<file path="config.mk">
export PLATFORM = sky130hd
export DESIGN_NAME = art_ctrl
export DESIGN_NICKNAME = d
export VERILOG_FILES = /design/src/rtl/art_pkg.sv /design/src/rtl/art_ctrl.sv
export SDC_FILE = /design/constraint.sdc
export NUM_CORES = 1
export LEC_CHECK = 0
export BUFFER_PORTS_ARGS = -buffer_cell sky130_fd_sc_hd__buf_2
export CAP_MARGIN = 20
export CORE_AREA = 2 2 39 41
export DETAILED_ROUTE_END_ITERATION = 12
export DIE_AREA = 0 0 41 43
export PLACE_DENSITY = 0.69
export REMOVE_ABC_BUFFERS = 1
export SLEW_MARGIN = 30
export SYNTH_ARGS = -nofsm -noshare
export SYNTH_HDL_FRONTEND = slang
export SYNTH_SLANG_ARGS = --single-unit
</file>
<file path="constraint.sdc">
create_clock -name clk_i -period 4.6 [get_ports clk_i]
set_input_delay 1.15 -clock clk_i [delete_from_list [all_inputs] [get_ports clk_i]]
set_output_delay 1.15 -clock clk_i [all_outputs]
set_load 0.005 [all_outputs]
</file>
<file path="src/rtl/art_pkg.sv">
// Shared types and constants for the address range table.
// Used by art_ctrl, art_dp and address_range_table_top; no dependencies.
`timescale 1ns / 1ps

package art_pkg;

  localparam int ENTRIES     = 32;
  localparam int ADDR_BITS   = 48;
  localparam int HANDLE_BITS = 16;
  localparam int IDX_BITS    = $clog2(ENTRIES);
  localparam int TOTAL_BITS  = ADDR_BITS + 1;
  localparam int CMD_BITS    = 3;
  localparam int STATUS_BITS = 3;

  localparam int IN_BITS         = CMD_BITS + 2 * ADDR_BITS + HANDLE_BITS;
  localparam int IN_TDATA_BITS   = ((IN_BITS + 7) / 8) * 8;
  localparam int OUT_BITS        = STATUS_BITS + HANDLE_BITS + 2 * ADDR_BITS + TOTAL_BITS;
  localparam int OUT_TDATA_BITS  = ((OUT_BITS + 7) / 8) * 8;

  typedef enum logic [CMD_BITS-1:0] {
    CMD_INSERT  = 3'd0,
    CMD_ERASE   = 3'd1,
    CMD_RESOLVE = 3'd2,
    CMD_TOTAL   = 3'd3,
    CMD_CLEAR   = 3'd4
  } cmd_e;

  typedef enum logic [STATUS_BITS-1:0] {
    ST_OK        = 3'd0,
    ST_INVALID   = 3'd1,
    ST_OVL_NEXT  = 3'd2,
    ST_OVL_PREV  = 3'd3,
    ST_NOT_FOUND = 3'd4,
    ST_FULL      = 3'd5
  } status_e;

  typedef enum logic [1:0] {
    S_IDLE,
    S_SCAN,
    S_DRAIN,
    S_FINISH
  } state_e;

  typedef struct packed {
    logic [ADDR_BITS-1:0]   base;
    logic [ADDR_BITS-1:0]   size;
    logic [HANDLE_BITS-1:0] handle;
  } entry_t;

  // controller -> datapath
  typedef struct packed {
    logic                start;
    logic                rd_en;
    logic [IDX_BITS-1:0] rd_idx;
    logic                commit;
  } ctrl_cmd_t;

  // datapath -> controller
  typedef struct packed {
    logic out_free;
  } dp_status_t;

endpackage

</file>
<file path="src/rtl/art_ctrl.sv">
// Sequencer for the address range table: accept, table scan, drain, commit.
// Depends on art_pkg.
`timescale 1ns / 1ps

module art_ctrl (
  input  logic                          clk_i,
  input  logic                          rst_ni,
  input  logic                          in_valid_i,
  input  logic [art_pkg::CMD_BITS-1:0]  in_cmd_i,
  output logic                          in_ready_o,
  input  art_pkg::dp_status_t           dp_status_i,
  output art_pkg::ctrl_cmd_t            ctrl_cmd_o
);

  art_pkg::state_e               state_q, state_d;
  logic [art_pkg::IDX_BITS-1:0]  idx_q, idx_d;
  logic                          needs_scan;

  always_ff @(posedge clk_i or negedge rst_ni) begin
    if (!rst_ni) begin
      state_q <= art_pkg::S_IDLE;
      idx_q   <= '0;
    end else begin
      state_q <= state_d;
      idx_q   <= idx_d;
    end
  end

  // Clear and unknown commands need no pass over the table.
  assign needs_scan = (in_cmd_i == art_pkg::CMD_INSERT)  ||
                      (in_cmd_i == art_pkg::CMD_ERASE)   ||
                      (in_cmd_i == art_pkg::CMD_RESOLVE) ||
                      (in_cmd_i == art_pkg::CMD_TOTAL);

  always_comb begin
    state_d           = state_q;
    idx_d             = idx_q;
    in_ready_o        = 1'b0;
    ctrl_cmd_o        = '0;
    ctrl_cmd_o.rd_idx = idx_q;
    case (state_q)
      art_pkg::S_IDLE: begin
        in_ready_o = 1'b1;
        if (in_valid_i) begin
          ctrl_cmd_o.start = 1'b1;
          idx_d            = '0;
          state_d          = needs_scan ? art_pkg::S_SCAN : art_pkg::S_FINISH;
        end
      end
      art_pkg::S_SCAN: begin
        ctrl_cmd_o.rd_en = 1'b1;
        if (idx_q == art_pkg::IDX_BITS'(art_pkg::ENTRIES - 1)) begin
          state_d = art_pkg::S_DRAIN;
        end else begin
          idx_d = idx_q + 1'b1;
        end
      end
      art_pkg::S_DRAIN: begin
        state_d = art_pkg::S_FINISH;
      end
      art_pkg::S_FINISH: begin
        if (dp_status_i.out_free) begin
          ctrl_cmd_o.commit = 1'b1;
          state_d           = art_pkg::S_IDLE;
        end
      end
      default: begin
        state_d = art_pkg::S_IDLE;
      end
    endcase
  end

endmodule

</file>
Yosys cells after proc, flatten, opt, wreduce, memory -nomap -nowiden
Index checks and enable logic that the tools add are counted.
{"block": "op_classes", "n_addsub": 1, "eq_ne": 11, "n_mux": 14, "n_reduce_logical": 8}
{"op": "5-bit two-way mux", "n": 2}
{"op": "5-bit case mux with 2 select lines", "n": 1}
{"op": "2-bit two-way mux", "n": 4}
{"op": "2-bit inequality test, second input constant", "n": 4}
{"op": "2-bit case mux with 4 select lines", "n": 1}
{"op": "3-bit by 2-bit == test with 1-bit output, second input constant", "n": 2}
{"op": "1-bit two-way mux", "n": 6}
{"op": "3-bit AND reduction", "n": 2}
{"op": "5-bit by 1-bit adder with 5-bit output, second input constant", "n": 1}
{"op": "5-bit == test, second input constant", "n": 1}
{"op": "2-bit == test, second input constant", "n": 2}
{"op": "3-bit by 1-bit == test with 1-bit output, second input constant", "n": 1}
{"op": "3-bit zero test", "n": 1}
{"op": "1-bit logical OR", "n": 3}
{"op": "2-bit by 1-bit == test with 1-bit output, second input constant", "n": 1}
{"op": "2-bit zero test", "n": 1}
{"op": "2-bit nonzero test", "n": 1}
{"block": "word_totals", "reg_bits": 7, "input_bits": 7, "output_inout_bits": 9, "wordCells": 36}

Depth between registers and ports, before layout
{"block": "depth", "ltp_word": 7, "mapped_depth": 6, "mapped_depth_nobuf": 6}

Worst setup path before layout
Ideal clock, no wire load.
{"block": "synth_timing", "kind": "input to output", "start": "input dp_status_i", "end": "output ctrl_cmd_o[0] (netlist bit)", "t_arrival_ps": 1275, "t_required_ps": 3450, "setup_slack_ps": 2175, "stages": 1, "n_path_buf": 0, "path_cell_list": "and2_1"}
{"block": "synth_via", "elab_chain_cells": 2}
{"item": "start, declared", "line_no": "art_ctrl.sv:11", "text": "input art_pkg::dp_status_t dp_status_i,"}
{"item": "1-bit two-way mux", "line_no": "art_ctrl.sv:62", "text": "if (dp_status_i.out_free) begin"}
{"item": "1-bit two-way mux", "line_no": "art_ctrl.sv:41", "text": "case (state_q)"}
{"item": "end, declared", "line_no": "art_ctrl.sv:12", "text": "output art_pkg::ctrl_cmd_t ctrl_cmd_o"}
No other way between the ends.

==> flow_summary.yaml <==
outcome:
  status: "complete, no violations"
clock_tree:
  cts.reportedPaths.clkPinSlew_ns: 0.05
  postCtsResizedCells: 0
  clk_latency_ns: 0.25
  post_cts_buffers: 0
  cts.sinks: 7
  clock_path_buffers: 2
  cts_buffers: 3
  root_buffer: "clkbuf_4"
  cts_tree: "yes"
  hold_buffers: 0
  h-tree-depth: 1
synthesis:
  synthTopCellsByCount: "dfrtp_1, ha_1, inv_1, mux2i_1, nand2_1"
  synth_top_area_share_pct: 35.0
  synth_edf_count: 0
  ys_warn_count: 0
  avgSynthCellArea_um2: 10.0
  synth-main-ff-cell: "dfrtp_1"
  netlist_area_um2: 500
  synth.area.top_cells: "dfrtp_1, ha_1, mux2i_1, nand2b_1, a2bb2oi_1"
  synth_cells: 50
  seq_area_frac_synth_pct: 35.0
  ys_ff_latch: 7
  yosysUniqueCellTypes: 23
  yosysTopAreaCell: "dfrtp_1"
  synthArstFlopShare_pct: 100
layout:
  multi_input_area_um2: 307
  layout.nets: 82
  syn_to_final_growth_pct: 22.3
  seqCellArea_um2: 175
  drive_gt1_share_pct: 29.9
  n_antenna_cell: 0
  fill_cells: 144
sta:
  max_slew_margin_pct: 66.8
  final-setup-viol-count: 0
  worst_pin_slew_ns: 0.484
  rsz0062_at_grt: "no"
  slew_violations: 0
  setup_tns_ns: 0
  finalCritPeriodShare_pct: 57.5
  hold_slack_ns: 0.522
  finalHoldViolCount: 0
  fmax_mhz: 378
  skew_ns: 0.00795
  fin_crit_ns: 2.65
routing:
  routed_wl_mm: 1.08
  vias: 413
  ant_nets: 0
  drt_iter0_drc: 11
  avgRoutedWirePerCell_um: 13.0
  drc_errors: 0
  drt_first_pass_iters: 4
  via_per_inst: 4.98
floorplan:
  die_y_um: 43
  io_pins: 16
  dieWidth_um: 41
  core_um2: 1380
  rows: 14
  die_area_um2: 1760
  initial_core_util_pct: 36.2
worst_hold_path:
  hp-class: "register to register"
critical_path:
  end_kind: "output port"
  cp.required_ns: 3.45
  cp-start-kind: "input pin"
  critPathArrivalTime_ns: 1.50
  worstSetupPathType: "input pin to output port"
  path_max_fanout: 3
run:
  drv_cap: 0
global_routing:
  grt_pass1_vias: 423
  overflow: 0
  grt_pass1_wl_mm: 1.76
  grt_usage_pct: 15.1
  antenna_found_initial: 0
  grt_max_degree: 10
place:
  io_buffers: 13
  hpwl_um: 836
  gp_congestion: 0.690
power:
  power.density_nw_per_um2: 613
  p_leak_nw: 0.326
  ir_drop_uv: 279
[worst max-delay path, cell delays in order]
cell and delay (ns):
buf_2 0.11, and2_1 0.12, buf_2 0.12
[final timing paths]
check                                start             to  slack [ns]  cells past startpoint
worst max-delay path            in_valid_i  ctrl_cmd_o[7]        1.95                      3
worst min-delay path              idx_q[3]       idx_q[3]        0.52                      1
worst max register to register    idx_q[0]     state_q[0]        2.76                      6
worst min register to register    idx_q[3]       idx_q[3]        0.52                      1
max in group asynchronous           rst_ni     state_q[0]        3.71                      1
min in group asynchronous           rst_ni       idx_q[1]        0.72                      1
[placed cells by master, fill, tap and decap left out, types with 3 or more instances in the layout]
master | synthesis | routed
clkbuf_4 | 0 | 3
dfrtp_1 | 7 | 7
buf_2 | 0 | 13
nand2_1 | 4 | 4
ha_1 | 7 | 7
inv_1 | 4 | 4
mux2i_1 | 4 | 4
nand2b_1 | 3 | 3
[registers in the layout, summed over array words and instances (netlist names)]
| signal | cells |
|---|---|
| idx_q | 5 |
| state_q | 2 |
[metal layers]
| layer | track usage, % | part of all wire, % | wire (µm) | up-vias |
|---|---|---|---|---|
| met5 | 0 | 0 | 0 | - |
| met4 | 6.00 | 0 | 0 | 0 |
| met3 | 6.28 | 6.2 | 67 | 0 |
| met2 | 22.8 | 48 | 519 | 13 |
| met1 | 18.3 | 46 | 494 | 189 |
| li1 | - | - | - | 211 |
[cells by family after synthesis]
| logic type | Yosys count | synth area share [%] |
|---|---|---|
| and+or+nand+nor | 18 | 21.3 |
| AOI/OAI and AO/OA | 9 | 14.5 |
| DFF | 7 | 35.0 |
| buffers and inverters | 5 | 3.75 |
| adders and majority gates | 7 | 17.5 |
| muxes | 4 | 8.00 |
[final cells by class]
cell class                 count  area share (%)
multi-input combinational     38            50.1
clock buffer                   4            4.29
sequential                     7            28.6
tap                           16            3.27
inverter                       5            3.07
timing repair buffer          13            10.6
[power breakdown]
part,total [mW],switching [mW],internal [mW]
logic,0.203,0.103,0.100
registers,0.116,0.0280,0.0877
clock network,0.0567,0.0236,0.0332
total,0.375,0.154,0.221
[through the flow]
| step | area (µm²) | total power, mW | worst slack (ns) | cells | utilization (%) |
|---|---|---|---|---|---|
| after floorplan | 500 | 0.258 | 2.18 | 50 | - |
| after global placement | 586 | 0.312 | 1.95 | 79 | 42.3 |
| after detailed placement | 586 | 0.323 | 1.95 | 79 | 42.3 |
| after CTS | 612 | 0.382 | 1.95 | 83 | 44.2 |
| after global routing | 612 | 0.414 | 1.93 | 83 | 44.2 |
| final | 612 | 0.375 | 1.95 | 83 | 44.2 |
(Power assumes the default switching activity.)
