**src/rtl/art_pkg.sv**
```systemverilog
// Shared types and constants for the address range table.
// Used by art_ctrl, art_dp and address_range_table_top; no dependencies.
`timescale 1ns / 1ps

package art_pkg;

  localparam int ENTRIES     = 32;
  localparam int ADDR_BITS   = 48;
  localparam int HANDLE_BITS = 16;
  localparam int IDX_BITS    = $clog2(ENTRIES);
  localparam int TOTAL_BITS  = ADDR_BITS + 1;
  localparam int CMD_BITS    = 3;
  localparam int STATUS_BITS = 3;

  localparam int IN_BITS         = CMD_BITS + 2 * ADDR_BITS + HANDLE_BITS;
  localparam int IN_TDATA_BITS   = ((IN_BITS + 7) / 8) * 8;
  localparam int OUT_BITS        = STATUS_BITS + HANDLE_BITS + 2 * ADDR_BITS + TOTAL_BITS;
  localparam int OUT_TDATA_BITS  = ((OUT_BITS + 7) / 8) * 8;

  typedef enum logic [CMD_BITS-1:0] {
    CMD_INSERT  = 3'd0,
    CMD_ERASE   = 3'd1,
    CMD_RESOLVE = 3'd2,
    CMD_TOTAL   = 3'd3,
    CMD_CLEAR   = 3'd4
  } cmd_e;

  typedef enum logic [STATUS_BITS-1:0] {
    ST_OK        = 3'd0,
    ST_INVALID   = 3'd1,
    ST_OVL_NEXT  = 3'd2,
    ST_OVL_PREV  = 3'd3,
    ST_NOT_FOUND = 3'd4,
    ST_FULL      = 3'd5
  } status_e;

  typedef enum logic [1:0] {
    S_IDLE,
    S_SCAN,
    S_DRAIN,
    S_FINISH
  } state_e;

  typedef struct packed {
    logic [ADDR_BITS-1:0]   base;
    logic [ADDR_BITS-1:0]   size;
    logic [HANDLE_BITS-1:0] handle;
  } entry_t;

  // controller -> datapath
  typedef struct packed {
    logic                start;
    logic                rd_en;
    logic [IDX_BITS-1:0] rd_idx;
    logic                commit;
  } ctrl_cmd_t;

  // datapath -> controller
  typedef struct packed {
    logic out_free;
  } dp_status_t;

endpackage

```
**src/rtl/art_dp.sv**
```systemverilog
// Datapath of the address range table: entry memory, valid bits, scan
// accumulators, result decision and output register. Depends on art_pkg.
`timescale 1ns / 1ps

module art_dp (
  input  logic                               clk_i,
  input  logic                               rst_ni,
  input  art_pkg::ctrl_cmd_t                 ctrl_cmd_i,
  output art_pkg::dp_status_t                dp_status_o,
  input  logic [art_pkg::CMD_BITS-1:0]       in_cmd_i,
  input  logic [art_pkg::ADDR_BITS-1:0]      in_address_i,
  input  logic [art_pkg::ADDR_BITS-1:0]      in_length_i,
  input  logic [art_pkg::HANDLE_BITS-1:0]    in_handle_i,
  input  logic                               out_ready_i,
  output logic                               out_valid_o,
  output logic [art_pkg::STATUS_BITS-1:0]    out_status_o,
  output logic [art_pkg::HANDLE_BITS-1:0]    out_found_handle_o,
  output logic [art_pkg::ADDR_BITS-1:0]      out_offset_o,
  output logic [art_pkg::ADDR_BITS-1:0]      out_remaining_o,
  output logic [art_pkg::TOTAL_BITS-1:0]     out_total_size_o
);

  localparam int AB = art_pkg::ADDR_BITS;
  localparam int HB = art_pkg::HANDLE_BITS;
  localparam int IB = art_pkg::IDX_BITS;
  localparam int TB = art_pkg::TOTAL_BITS;

  // current item
  logic [art_pkg::CMD_BITS-1:0] cmd_q;
  logic [AB-1:0]                addr_q;
  logic [AB-1:0]                len_q;
  logic [HB-1:0]                hdl_q;

  // table
  art_pkg::entry_t              mem_q [art_pkg::ENTRIES];
  logic [art_pkg::ENTRIES-1:0]  valid_q;

  // read stage
  logic                         rd_ok_q;
  logic [IB-1:0]                rd_idx_q;
  logic                         rd_vld_q;
  art_pkg::entry_t              rd_entry_q;

  // scan accumulators
  logic                         free_found_q;
  logic [IB-1:0]                free_idx_q;
  logic                         nxt_found_q;
  logic [AB-1:0]                nxt_base_q;
  logic                         prv_found_q;
  logic [AB-1:0]                prv_base_q;
  logic [AB-1:0]                prv_size_q;
  logic                         hit_found_q;
  logic [IB-1:0]                hit_idx_q;
  logic                         best_found_q;
  logic [AB-1:0]                best_base_q;
  logic [AB-1:0]                best_size_q;
  logic [HB-1:0]                best_hdl_q;
  logic [TB-1:0]                sum_q;
  logic [TB:0]                  sum_ext;

  // output register
  logic                         out_valid_q;
  logic [art_pkg::STATUS_BITS-1:0] out_status_q;
  logic [HB-1:0]                out_handle_q;
  logic [AB-1:0]                out_offset_q;
  logic [AB-1:0]                out_remaining_q;
  logic [TB-1:0]                out_total_q;

  // result decision
  art_pkg::status_e             res_status;
  logic [HB-1:0]                res_handle;
  logic [AB-1:0]                res_offset;
  logic [AB-1:0]                res_remaining;
  logic [TB-1:0]                res_total;
  logic                         do_write;
  logic                         do_erase;
  logic                         do_clear;
  logic [AB-1:0]                res_off;

  assign dp_status_o.out_free = !out_valid_q || out_ready_i;

  always_ff @(posedge clk_i) begin
    if (ctrl_cmd_i.start) begin
      cmd_q  <= in_cmd_i;
      addr_q <= in_address_i;
      len_q  <= in_length_i;
      hdl_q  <= in_handle_i;
    end
  end

  // Entry memory: one registered read port, one write port.
  always_ff @(posedge clk_i) begin
    if (ctrl_cmd_i.rd_en) begin
      rd_entry_q <= mem_q[ctrl_cmd_i.rd_idx];
      rd_idx_q   <= ctrl_cmd_i.rd_idx;
      rd_vld_q   <= valid_q[ctrl_cmd_i.rd_idx];
    end
    if (do_write) begin
      mem_q[free_idx_q] <= '{base: addr_q, size: len_q, handle: hdl_q};
    end
  end

  always_ff @(posedge clk_i or negedge rst_ni) begin
    if (!rst_ni) begin
      rd_ok_q <= 1'b0;
      valid_q <= '0;
    end else begin
      rd_ok_q <= ctrl_cmd_i.rd_en;
      if (do_clear) begin
        valid_q <= '0;
      end else if (do_erase) begin
        valid_q[hit_idx_q] <= 1'b0;
      end else if (do_write) begin
        valid_q[free_idx_q] <= 1'b1;
      end
    end
  end

  // Saturating running total over valid sizes.
  assign sum_ext = {1'b0, sum_q} + (TB + 1)'(rd_entry_q.size);

  // Scan: fold one entry per cycle into the accumulators.
  always_ff @(posedge clk_i or negedge rst_ni) begin
    if (!rst_ni) begin
      free_found_q <= 1'b0;
      nxt_found_q  <= 1'b0;
      prv_found_q  <= 1'b0;
      hit_found_q  <= 1'b0;
      best_found_q <= 1'b0;
      sum_q        <= '0;
    end else if (ctrl_cmd_i.start) begin
      free_found_q <= 1'b0;
      nxt_found_q  <= 1'b0;
      prv_found_q  <= 1'b0;
      hit_found_q  <= 1'b0;
      best_found_q <= 1'b0;
      sum_q        <= '0;
    end else if (rd_ok_q) begin
      if (!rd_vld_q) begin
        if (!free_found_q) begin
          free_found_q <= 1'b1;
          free_idx_q   <= rd_idx_q;
        end
      end else begin
        if (rd_entry_q.base >= addr_q) begin
          if (!nxt_found_q || rd_entry_q.base < nxt_base_q) begin
            nxt_found_q <= 1'b1;
            nxt_base_q  <= rd_entry_q.base;
          end
        end else begin
          if (!prv_found_q || rd_entry_q.base > prv_base_q) begin
            prv_found_q <= 1'b1;
            prv_base_q  <= rd_entry_q.base;
            prv_size_q  <= rd_entry_q.size;
          end
        end
        if (!hit_found_q && rd_entry_q.base == addr_q) begin
          hit_found_q <= 1'b1;
          hit_idx_q   <= rd_idx_q;
        end
        if (rd_entry_q.base <= addr_q &&
            (!best_found_q || rd_entry_q.base > best_base_q)) begin
          best_found_q <= 1'b1;
          best_base_q  <= rd_entry_q.base;
          best_size_q  <= rd_entry_q.size;
          best_hdl_q   <= rd_entry_q.handle;
        end
        sum_q <= sum_ext[TB] ? {TB{1'b1}} : sum_ext[TB-1:0];
      end
    end
  end

  assign res_off = addr_q - best_base_q;

  always_comb begin
    res_status    = art_pkg::ST_INVALID;
    res_handle    = '0;
    res_offset    = '0;
    res_remaining = '0;
    res_total     = '0;
    do_write      = 1'b0;
    do_erase      = 1'b0;
    do_clear      = 1'b0;
    case (cmd_q)
      art_pkg::CMD_INSERT: begin
        if (addr_q == '0 || len_q == '0 || hdl_q == '0) begin
          res_status = art_pkg::ST_INVALID;
        end else if (nxt_found_q && len_q > (nxt_base_q - addr_q)) begin
          res_status = art_pkg::ST_OVL_NEXT;
        end else if (prv_found_q && prv_size_q > (addr_q - prv_base_q)) begin
          res_status = art_pkg::ST_OVL_PREV;
        end else if (!free_found_q) begin
          res_status = art_pkg::ST_FULL;
        end else begin
          res_status = art_pkg::ST_OK;
          do_write   = ctrl_cmd_i.commit;
        end
      end
      art_pkg::CMD_ERASE: begin
        if (addr_q == '0) begin
          res_status = art_pkg::ST_INVALID;
        end else if (hit_found_q) begin
          res_status = art_pkg::ST_OK;
          do_erase   = ctrl_cmd_i.commit;
        end else begin
          res_status = art_pkg::ST_NOT_FOUND;
        end
      end
      art_pkg::CMD_RESOLVE: begin
        if (addr_q == '0) begin
          res_status = art_pkg::ST_INVALID;
        end else if (!best_found_q || res_off >= best_size_q) begin
          res_status = art_pkg::ST_NOT_FOUND;
        end else begin
          res_status    = art_pkg::ST_OK;
          res_handle    = best_hdl_q;
          res_offset    = res_off;
          res_remaining = best_size_q - res_off;
        end
      end
      art_pkg::CMD_TOTAL: begin
        res_status = art_pkg::ST_OK;
        res_total  = sum_q;
      end
      art_pkg::CMD_CLEAR: begin
        res_status = art_pkg::ST_OK;
        do_clear   = ctrl_cmd_i.commit;
      end
      default: begin
        res_status = art_pkg::ST_INVALID;
      end
    endcase
  end

  always_ff @(posedge clk_i or negedge rst_ni) begin
    if (!rst_ni) begin
      out_valid_q <= 1'b0;
    end else if (ctrl_cmd_i.commit) begin
      out_valid_q <= 1'b1;
    end else if (out_ready_i) begin
      out_valid_q <= 1'b0;
    end
  end

  always_ff @(posedge clk_i) begin
    if (ctrl_cmd_i.commit) begin
      out_status_q    <= res_status;
      out_handle_q    <= res_handle;
      out_offset_q    <= res_offset;
      out_remaining_q <= res_remaining;
      out_total_q     <= res_total;
    end
  end

  assign out_valid_o        = out_valid_q;
  assign out_status_o       = out_status_q;
  assign out_found_handle_o = out_handle_q;
  assign out_offset_o       = out_offset_q;
  assign out_remaining_o    = out_remaining_q;
  assign out_total_size_o   = out_total_q;

endmodule
```
**config.mk**
```make
export PLATFORM = sky130hd
export DESIGN_NAME = art_dp
export DESIGN_NICKNAME = d
export VERILOG_FILES = /design/src/rtl/art_pkg.sv /design/src/rtl/art_dp.sv
export SDC_FILE = /design/constraint.sdc
export NUM_CORES = 2
export LEC_CHECK = 0
export BUFFER_PORTS_ARGS = -buffer_cell sky130_fd_sc_hd__buf_4
export CORE_MARGIN = 8
export CORE_UTILIZATION = 60
export DETAILED_ROUTE_END_ITERATION = 7
export PLACE_DENSITY = 0.77
export SYNTH_ARGS = -nofsm -noshare
export SYNTH_HDL_FRONTEND = slang
export SYNTH_SLANG_ARGS = --single-unit
```
**constraint.sdc**
```tcl
create_clock -name clk_i -period 19.5 [get_ports clk_i]
set_input_delay 0.975 -clock clk_i [delete_from_list [all_inputs] [get_ports clk_i]]
set_output_delay 0.975 -clock clk_i [all_outputs]
set_load 0.05 [all_outputs]
```
Word level (Yosys, flattened, before mapping). Memories as Yosys holds them, arrays and structs flattened. A register that Yosys moved wholly into a read port is not among the register bits. Index checks and enable logic that the tools add are counted.

$add $sub $neg: 5. $lt $le $gt $ge: 13. Eq/ne operators: 7. Muxes and demuxes: 56. Bitwise logic cells: 8. Reduce and logical (&&, ||, !) cells: 44.

Operator list (count): 49-bit 2-to-1 mux (4); 48-bit > comparator (4); 48-bit subtractor (4); 48-bit >= comparator (2); 48-bit zero test (2); 32-bit 2-to-1 mux (3); 49-bit by 48-bit adder with 50-bit output (1); 48-bit equality test (1); 48-bit less-or-equal comparator (1); 48-bit less-than comparator (1); 1-bit 2-to-1 mux (37); 32-bit AND (1); 32-bit inverter (1); 32-bit OR (1); 3-bit 2-to-1 mux (8); 5-bit by 6-bit less-than comparator with 1-bit output (second input constant) (3); 16-bit zero test (1); 2-bit nonzero test (8); 5-bit AND reduction (3); 3-bit case mux with 4 select lines (1); 6-bit AND reduction (2); 1-bit demux with 5-bit select (2); 5-bit by 1-bit >= comparator with 1-bit output (second input constant) (2); 4-bit AND reduction (2); other kinds (15) (38).

Register bits after elaboration: 639. Bits in writable memories: 3584. Input port bits: 126. Word-level logic and storage cells: 162. Memories kept: 1.

Memory list: mem_q (depth 32, bits a word 112, read ports 1, clocked after memory_dff 1, wr ports 1, line art_dp.sv:35) `art_pkg::entry_t mem_q [art_pkg::ENTRIES];`.

Depth between registers and ports, before layout.
Word-level depth: 10. Mapped depth: 26. Mapped depth without buffers: 25.

Worst setup path before layout. Ideal clock, no wire load.

Kind: reg-to-reg. From: register addr_q[1]. To: register best_base_q[0] (enable). Library setup time: 857 ps. Arrival: 13136 ps. Data required time: 18643 ps. Path slack: 5506 ps. Cell stages (with the launch flop): 13. Cells stage by stage: edfxtp_1 -> inv_1 -> ha_1 -> nor2b_1 -> o21a_1 -> o21a_1 -> o21ai_0 -> nand2b_1 -> a21oi_1 -> o21ai_0 -> a21oi_1 -> o22ai_1 -> nor4_1.

Longest elaborated chain between the ends: 3.

RTL lines: start: declaration (line art_dp.sv:30) `logic [AB-1:0] addr_q;`; start signal: assignment (line art_dp.sv:85) `addr_q <= in_address_i;`; 48-bit less-or-equal comparator (line art_dp.sv:161) `if (rd_entry_q.base <= addr_q &&`; 1-bit logical AND (line art_dp.sv:161); 5-bit AND reduction (no source line); end signal: assignment (line art_dp.sv:164) `best_base_q <= rd_entry_q.base;`; end: declaration (line art_dp.sv:55) `logic [AB-1:0] best_base_q;`.

No other way between the ends. A chain may end at the register's enable or synchronous reset.

Final worst setup path.
From: register addr_q[19]. To: memory mem_q[23][28] in the netlist's numbering (enable).

Longest elaborated chain between the ends: 9.

RTL lines: 48-bit subtractor (line art_dp.sv:190) `end else if (prv_found_q && prv_size_q > (addr_q - prv_base_q)) begin`; 48-bit > comparator (line art_dp.sv:190); 1-bit logical AND (line art_dp.sv:190); 1-bit 2-to-1 mux (line art_dp.sv:190); 1-bit 2-to-1 mux (line art_dp.sv:188) `end else if (nxt_found_q && len_q > (nxt_base_q - addr_q)) begin`; 1-bit 2-to-1 mux (*) (line art_dp.sv:186) `if (addr_q == '0 || len_q == '0 || hdl_q == '0) begin`; 1-bit 2-to-1 mux (*) (line art_dp.sv:184) `case (cmd_q)`; 1-bit 2-to-1 mux (*) (line art_dp.sv:98) `if (do_write) begin`; 1-bit 2-to-1 mux (not written as such) (*) (line art_dp.sv:99) `mem_q[free_idx_q] <= '{base: addr_q, size: len_q, handle: hdl_q};`; end: declaration (line art_dp.sv:35).

Mark *: on every way between the ends. The rest lies on a longest branch, timed or not.

==> out/metrics.yaml <==
synth:
  yosysMostFrequentCell: "edfxtp_1"
  synth_edf_count: 4247
  synth_largest_area_cell: "edfxtp_1"
  synth-seq-area-share: 0.721
  synth_ff_type: "edfxtp_1"
  yosys_warnings: 0
  synthArstFlopShare: 0.0203
  syn_nets: 9709
  avgSynthCellArea_um2: 19.9
  synthTopCellsByArea: "edfxtp_1 71%, mux4_2 14%, ha_1 3.6%"
  synth.cell_area_um2: 180000
  yosys-top-cells-count: "4,247 x edfxtp_1, 1,130 x mux4_2, 524 x ha_1"
  syn_inst: 9054
  synth_cell_types: 86
  synth_seq_cells: 4335
  synth_top_area_share: 0.709
worst_setup_path:
  r2r-start: "addr_q[19]"
  cpPeakStageDelay_ns: 1.00
  crit_family: "simple AND/OR/NAND/NOR gates"
  cp-end-kind: "flop"
  cp_cell_sequence: "buf_4, ha_1, nand2_1, nor3_1, nand4_1, a311oi_1, nor4_1, o41ai_1, a21oi_1, o21bai_1, a211oi_1, xor2_1, ha_1, nand2_1, nor3_1, nand2_1, or3_1, or4_4, o311ai_4, o2111a_4, nand3_2, nor2_4, buf_4, buf_4"
  critPathMaxFanout: 36
  crit_arrival_ns: 10.82
  cp-start-kind: "flop"
  r2r_cells: 24
  crit_slowest_cell: "buf_4"
  rrSetupSlack_ns: 9.22
  crit_type: "flop to flop"
  cp.required_ns: 20.04
  cp_num_buf_inv: 3
  worstReg2RegEnd: "mem_q[23][28]"
worst_hold_path:
  min_path_type: "primary input to flop"
  hold_end: "addr_q[39]"
  holdCritStartpoint: "in_address_i[39]"
  hold_path_depth: 1
die:
  die_x_um: 564
  die_area_um2: 318000
  start_util: 0.602
  coreArea_um2: 299000
  row_count: 201
  ios: 292
  fp.dieH_um: 564
timing:
  maxSlewHeadroom: -0.0809
  skew_ns: 0.0961
  setup_tns_ns: 0
  fmax_mhz: 97.3
  post-route-min-period_ns: 10.28
  slew_violations: 2
  worst_slack_ns: 9.22
  worst_slew_pin_slew_ns: 1.61
  hold_slack_ns: 0.162
  hold_viol_final: 0
  setup_viol: 0
  timing.final.crit_share: 0.527
  rsz0062_at_grt: "false"
grt:
  grt_max_degree: 146
  grt_first_pass_wirelength_um: 739000
  grt_usage: 0.328
  grt_pass1_vias: 98488
  overflow: 0
  grt_antenna_before_repair: 38
detailed_routing:
  final_antenna_net_count: 0
  drt-total-wl_um: 527000
  first_pass_iters: 5
  routedWlPerCell_um: 37.7
  drtIter0Drc: 15390
  viasPerCell: 7.03
  num_vias: 98406
  drc_errors: 0
placement:
  portBuffers: 291
  dp_hpwl_um: 283000
  dp_cells: 13192
  gp_congestion: 0.957
  preCtsSetupSlack_ns: 9.43
clock_tree:
  numCtsBuffers: 420
  cts_root_buffer: "clkbuf_16"
  cts_num_sinks: 4335
  clk_latency_ns: 1.01
  tritoncts: "done"
  cts_max_level: 5
  clk_pin_slew_ns: 0.06
  clk_path_buf_depth: 4
final_layout:
  final_cells: 13990
  area_growth_pct: 12.3
  drive_gt1_frac: 0.248
  fin_nets: 10313
run_status:
  status: "finished with violations"
  violations: "max-capacitance violations, max-slew violations"
pwr:
  p_leak_uw: 0.0684
  ir_drop_mv: 0.0857
  p_per_area_nw_per_um2: 101
job:
  drv_cap: 1
-- how the worst max path moves through the flow --
stage / from / to / slack, ns / cells after the start
after detailed placement: addr_q[6] / mem_q[23][68] / 9.43 / 25
after global placement: addr_q[6] / mem_q[23][84] / 9.52 / 25
after global routing: addr_q[6] / mem_q[23][28] / 8.79 / 25
after floorplan: addr_q[1] / best_base_q[0] / 5.51 / 12
after CTS: addr_q[6] / mem_q[23][28] / 9.32 / 25
final: addr_q[19] / mem_q[23][28] / 9.22 / 24
-- repair_timing --
item,4_1_cts,5_1_grt
resized for setup,0,0
hold buffers,1,0
setup buffers,0,0
endpoints found under the hold margin,27,0
setup endpoints to repair,0,0
-- cells in the final DEF (no fill, tap or decap), types with 39 or more instances in the layout --
cell / instances
a21o_1: 218
a21oi_1: 305
a221o_1: 45
and2_1: 77
buf_4: 505
bufinv_16: 49
clkbuf_1: 76
clkbuf_16: 422
clkinv_1: 95
clkinv_2: 79
dfrtp_1: 88
edfxtp_1: 4247
ha_1: 524
inv_1: 276
mux2_2: 113
mux4_2: 1130
nand2_1: 183
nand2b_1: 56
nand3_1: 68
nand4_1: 101
nor2_1: 217
nor2b_1: 45
nor3_1: 52
nor4_1: 41
o211ai_1: 59
o21a_1: 41
o21ai_0: 184
o21bai_1: 39
xnor2_1: 110
xor2_1: 104
-- per-stage QoR --
| stage | area [um^2] | util | total power, uW |
|---|---|---|---|
| after CTS | 202000 | 0.676 | 20400 |
| final | 202000 | 0.676 | 20400 |
| after global placement | 188000 | 0.630 | 12200 |
| after detailed placement | 188000 | 0.630 | 12300 |
| after floorplan | 180000 | - | 11700 |
| after global routing | 202000 | 0.676 | 20900 |
-- sequential cells by signal, indices dropped and copies added, names as in the netlist, 32 cells and up --
signal,cells
out_remaining_o,48
len_q,48
sum_q,49
valid_q,32
out_offset_o,48
rd_entry_q,112
prv_size_q,48
addr_q,48
best_size_q,48
nxt_base_q,48
best_base_q,48
prv_base_q,48
mem_q,3584
out_total_size_o,49
-- cell families after synthesis --
group	count (synthesis)	synth area share
xor gates and xnor gates	214	0.0104
muxes	1247	0.149
DFF	4335	0.721
AOI/OAI and AO/OA	1115	0.0416
adders and majority gates	529	0.0370
buffers and inverters	637	0.0136
and+or+nand+nor	977	0.0277
-- power by group --
group / total (uW) / internal, uW / switching (uW)
registers: 10500 / 10400 / 116
logic: 1640 / 626 / 1020
clock network: 8270 / 4650 / 3620
total: 20400 / 15600 / 4750
-- area by class of cell --
type	count	area [um^2]
sequential	4335	130000
fill	18115	96900
multi-input combinational	4082	48100
clock buffer	500	10900
tap	3958	4950
timing repair buffer	543	4520
clock inverter	278	2940
inverter	276	1040
antenna	18	45.0
-- metal layers --
metal / GRT usage / up-vias / part of all wire
met2: 0.517 / 7641 / 0.47
met3: 0.0693 / 1234 / 0.13
met1: 0.455 / 50776 / 0.36
li1: - / 38749 / -
met4: 0.136 / 6 / 0.050
met5: 0 / - / 0.000066
Power figures use the tool's default switching activity.
